## config.mk

```make
export PLATFORM = sky130hd
export DESIGN_NAME = frh_scalar
export DESIGN_NICKNAME = d
export VERILOG_FILES = /design/src/rtl/core/frh_pkg.sv /design/src/rtl/core/frh_scalar.sv
export SDC_FILE = /design/constraint.sdc
export NUM_CORES = 1
export LEC_CHECK = 0
export BUFFER_PORTS_ARGS = -buffer_cell sky130_fd_sc_hd__buf_2
export CAP_MARGIN = 20
export CORE_UTILIZATION = 52
export CTS_BUF_LIST = sky130_fd_sc_hd__clkbuf_2
export DETAILED_ROUTE_END_ITERATION = 7
export HOLD_SLACK_MARGIN = 0.12
export PLACE_DENSITY = 0.79
export SLEW_MARGIN = 0
export SYNTH_ARGS = -nofsm -noshare
export SYNTH_HDL_FRONTEND = slang
export SYNTH_SLANG_ARGS = --single-unit
```

## constraint.sdc

```tcl
create_clock -name i_clk -period 4.4 [get_ports i_clk]
set_input_delay 0.44 -clock i_clk [delete_from_list [all_inputs] [get_ports i_clk]]
set_output_delay 0.44 -clock i_clk [all_outputs]
set_load 0.05 [all_outputs]
```

## src/rtl/core/frh_pkg.sv

```systemverilog
// ----------------------------------------------------------------------------
// frh_pkg
// Shared widths, mode codes and defaults for the frame rate histogram.
// ----------------------------------------------------------------------------
package frh_pkg;

    // Field widths
    localparam int STAMP_W = 32;
    localparam int COUNT_W = 32;
    localparam int TOTAL_W = 64;
    localparam int BIN_W   = 32;
    localparam int INDEX_W = 8;

    // Bin index zero-extended to this width covers the largest bin count
    localparam int IDX_EXT_W = 13;

    // Default top bin
    localparam int DEF_MAX_RATE = 255;

    // Item kinds
    localparam logic MODE_FRAME = 1'b0;
    localparam logic MODE_READ  = 1'b1;

    // Frame event outcome toward the histogram
    typedef struct packed {
        logic close;    // second has ended: bump one bin
        logic frame;    // item is a frame event
    } t_frm_evt;

endpackage

```

## src/rtl/core/frh_scalar.sv

```systemverilog
// ----------------------------------------------------------------------------
// frh_scalar
// Per-second frame counter, running total and the saturated bin slot.
// ----------------------------------------------------------------------------
module frh_scalar
    import frh_pkg::*;
#(
    parameter int MAX_RATE = DEF_MAX_RATE,
    localparam int ADDR_W = $clog2(MAX_RATE + 1)
) (
    input  logic               i_clk,
    input  logic               i_rst_n,
    input  logic               i_upd_en,
    input  logic               i_mode,
    input  logic [STAMP_W-1:0] i_second_stamp,
    output logic [TOTAL_W-1:0] o_total,
    output logic [COUNT_W-1:0] o_count,
    output t_frm_evt           o_evt,
    output logic [ADDR_W-1:0]  o_slot
);

    logic [STAMP_W-1:0] r_last;
    logic [COUNT_W-1:0] r_count;
    logic [TOTAL_W-1:0] r_total;
    logic [STAMP_W-1:0] n_last;
    logic [COUNT_W-1:0] n_count;
    logic [TOTAL_W-1:0] n_total;
    logic               frame;
    logic               close;

    assign frame = (i_mode == MODE_FRAME);
    assign close = frame && (i_second_stamp != r_last);

    // Next state for a frame event; reads leave everything as is
    always_comb begin
        n_last  = r_last;
        n_count = r_count;
        n_total = r_total;
        if (frame) begin
            if (close) begin
                n_total = r_total + TOTAL_W'(r_count);
                n_count = COUNT_W'(1);
                n_last  = i_second_stamp;
            end else begin
                n_count = r_count + COUNT_W'(1);
            end
        end
    end

    always_ff @(posedge i_clk) begin
        if (!i_rst_n) begin
            r_last  <= '0;
            r_count <= '0;
            r_total <= '0;
        end else if (i_upd_en) begin
            r_last  <= n_last;
            r_count <= n_count;
            r_total <= n_total;
        end
    end

    // Saturate the ended second's count at the top bin
    assign o_slot = (r_count > COUNT_W'(MAX_RATE)) ? ADDR_W'(MAX_RATE)
                                                  : r_count[ADDR_W-1:0];

    assign o_total     = n_total;
    assign o_count     = n_count;
    assign o_evt.close = close;
    assign o_evt.frame = frame;

endmodule

```

==> parameters.txt <==
Parameter                              Value

Outcome
  Status    finished, final reports clean

Floorplan
  Total die area    approximately 18000 sq um
  Cell Rows    47
  Floorplan die height    133 um
  Area of the core region    around 17000 sq um
  IO Count    approximately 140
  Initial core utilization    0.537
  Die X-Extent    approximately 130 um

Detailed routing
  Drc violations    0
  Drt total wl    roughly 26000 um
  Detailed-router iteration count before antenna repair    5
  DRC violation total after the first TritonRoute iteration    ~820
  Wire per inst    between 15 and 20 um
  Total via count after detailed routing    about 9400
  Post-DR vias/cell    between 5 and 6
  Post-DRT Antenna Nets    0

Worst setup path
  Crit path launch type    flip-flop
  Capture instance of the worst register-to-register path    r_total[25]
  Worst Reg-to-Reg Cells    13
  Critical setup path kind    reg -> out
  Launch instance of the worst register-to-register path    r_last[11]
  Most common cell on crit path    nand2_1
  Crit end category    output port
  Slack of the worst reg-to-reg path    around 1.0 ns
  Critical path's slowest cell    ha_1
  Required arrival time at the worst endpoint    3.96 ns
  Worst endpoint data arrival time    roughly 3.9 ns
  Ordered cell list for the critical path    ha_1 > nand2_1 > a2111oi_2 > o21ai_1 > o211ai_2 > o2111ai_2 > nand2_1 > nand4_1 > xnor2_1 > buf_2
  Critical Path Source    r_count[14]
  Maximum cell stage delay along the critical path    about 0.45 ns
  Critical path fanouts, max    6

Logic synthesis
  Compound-Gate Fraction of Synth Area    0.195
  Top post-synthesis cells by count    nand2_1, a21oi_1, dfxtp_1
  Dominant cells by area after synthesis    dfxtp_1, nand2_1, a21oi_1
  Fraction of synthesis flops using an asynchronous set or reset pin    0
  Fraction of the mapped netlist area in adder cells    0.0482
  Largest family of logic cells by synthesized area    simple AND/OR/NAND/NOR gates
  Number of enable flip-flop cells after synthesis    0
  Number of cells produced by synthesis    1250
  Synthesized-area fraction occupied by xor and xnor cells    0.124
  Simple-gate area share of the yosys netlist    0.291
  Share of synthesized area spent on multiplexers    0.0102
  Sequential area share after synthesis    0.285
  Count of synthesis-stage warnings from yosys    0
  Mapped Nets    about 1300
  Most repeated cell in the gate-level netlist after synthesis    nand2_1
  Register bit total from synthesis    roughly 130
  Average instance area after synthesis    between 7 and 8 sq um
  Share of the synthesized area in the top cell type    0.285
  Dominant synthesized flop cell    dfxtp_1
  Synth Cell Area    roughly 9000 sq um
  Area leader, netlist    dfxtp_1
  Unique cell type count in the Yosys netlist    between 60 and 70

Job
  Max-cap viol count    0

Global routing
  Initial antenna violation count    1
  Residual overflow from global routing    0
  Wire length of the first global-routing pass    41200 um
  Met1 Usage GRT    0.394
  Grt peak-use layer    met2
  Number of global-route vias before repair    8309
  Pin count of the biggest net entering global routing    76
  Met3 GRT Util    0.0487
  Global routing usage summed across all routing layers    0.287
  Met2 GRT Util    0.454

Layout
  Share of post-route cells with drive strength above 1    0.170
  Area added between synthesis and finish    16.7%
  Fill count    1507
  Net count reported at finish    1452
  Final non-filler cell total    between 1500 and 2000

Hold path
  Hold-critical path depth    2
  Terminating pin of the worst hold path    r_total[27]
  Class of the tightest hold or removal check    in -> reg
  Worst min-delay path startpoint    i_rst_n

Power
  Seq pwr share    0.536
  Part of the total power dissipated in combinational logic    0.106
  Switching power as a share of total power    0.312
  Clk pwr share    0.357
  Net switching power of the design    just under 0.7 mW
  Pint    about 1.5 mW
  Power density over the cells    212 nW/um^2
  Leakage    roughly 4.3 nW
  Worst IR Drop VDD    approximately 0.14 mV

Timing
  Worst setup skew after layout    between 0.04 and 0.05 ns
  Tcrit/Tclk final    0.975
  Final number of hold-violating endpoints    0
  Min Clock Period, post-route    between 4 and 5 ns
  Worst-case hold slack    0.174 ns
  Setup-failing EPs final    0
  Transition time at the pin with the least slew margin    roughly 0.80 ns
  Slew Viols, Final    0
  Worst rel slew slack    0.467
  Unrepaired setup endpoints after global routing    yes
  Maximum clock frequency    around 230 MHz

Clock tree
  CTS tree    done
  Number of buffers created by CTS    17
  Clock sink count    approximately 130
  Number of buffers on the longest clock path    2
  Clock insertion delay at the later pin of the skew report    0.77 ns
  # H-tree levels    4
  Clk Tree Root Cell    clkbuf_2
  Clock-pin slew on the worst setup and hold paths    0.22 ns

Placed design
  DP HPWL    about 18000 um
  Placed cell count    between 1500 and 2000
  Placer's final routability congestion estimate    roughly 0.95
  Count of buffers inserted at the top-level ports    approximately 140
-- cell type report --
class	instances	area, sq um	area share
Timing Repair Buffer	192	1180	0.113
Tap cell	220	275	0.0263
Multi-Input combinational cell	1023	6130	0.585
Antenna cell	1	2.50	0.000239
Inverter	20	76.3	0.00729
Sequential cell	128	2570	0.246
Clock buffer	17	85.1	0.00812
Clock inverter	15	155	0.0148
-- registers in the layout (all words and copies together), names as in the netlist --
signal and count:
r_total 64, r_count 32, r_last 32
-- power groups by stage --
stage / sequential [mW] / clock, mW / combinational, mW
detailed placement: 1.22 / 0 / 0.212
CTS: 1.19 / 0.802 / 0.235
finish: 1.19 / 0.795 / 0.237
global placement: 1.21 / 0 / 0.210
global route: 1.20 / 0.853 / 0.256
floorplan: 1.21 / 0 / 0.153
-- critical path, delay by kind of cell, from the launching register on --
kind            cells  cell delay (ns)
buf+inv             1             0.30
simple gates        3             0.60
flops               1             0.44
compound gates      4             1.13
xor+xnor            1             0.20
fa+ha+maj           1             0.45
-- metal layers --
layer  routed length (um)  vias to the layer above  part of all wire
met4                  478                        0             0.018
met3                 1820                       45             0.070
met5                    0                        -                 0
li1                     -                     4639                 -
met2                11700                      374              0.45
met1                11800                     4359              0.46
-- worst max-delay path by stage --
stage                   to  cells past startpoint
2_1_floorplan  o_total[26]                     10
3_3_place_gp   o_total[42]                     11
3_5_place_dp   o_total[62]                     11
4_1_cts        o_total[27]                     10
5_1_grt        o_total[53]                     10
6_report       o_total[53]                     10
-- what timing repair did --
item	CTS	global route
endpoints found under the hold margin	32	0
setup endpoints to repair	29	40
buffers inserted	0	6
hold buffers	32	0
resized for setup	13	29
pin swaps	1	4
-- metrics by stage --
stage / setup TNS [ns] / setup WS (ns) / total power, mW / utilization / area, sq um
4_1_cts: -0.0162 / -0.0162 / 2.23 / 0.619 / 10300
5_1_grt: -0.0688 / -0.0397 / 2.31 / 0.627 / 10500
3_3_place_gp: 0 / 0.467 / 1.42 / 0.582 / 9720
6_report: 0 / 0.111 / 2.22 / 0.627 / 10500
3_5_place_dp: 0 / 0.362 / 1.43 / 0.582 / 9720
2_1_floorplan: 0 / 0.566 / 1.37 / - / 8980
-- cell families after synthesis --
family	count (synthesis)
and+or+nand+nor	557
AOI/OAI and AO/OA	296
DFF	128
xor gates and xnor gates	127
buffers and inverters	99
adders and majority gates	34
muxes	9
-- placed cells by master, fill, tap and decap left out, types with 10 or more instances in the layout --
cell / count
nand2_1: 244
a21oi_1: 146
buf_2: 136
dfxtp_1: 121
nor2_1: 96
xnor2_1: 79
o21ai_0: 54
xor2_1: 48
nand3_1: 42
nand4_1: 36
or3_1: 34
dlygate4sd3_1: 32
ha_1: 28
nor3_1: 27
buf_4: 20
inv_1: 18
clkbuf_2: 17
nor4_1: 14
and3_1: 13
o21a_1: 11
a21o_1: 11
nor2b_1: 10
No activity file was read; power rests on OpenSTA's default activity.
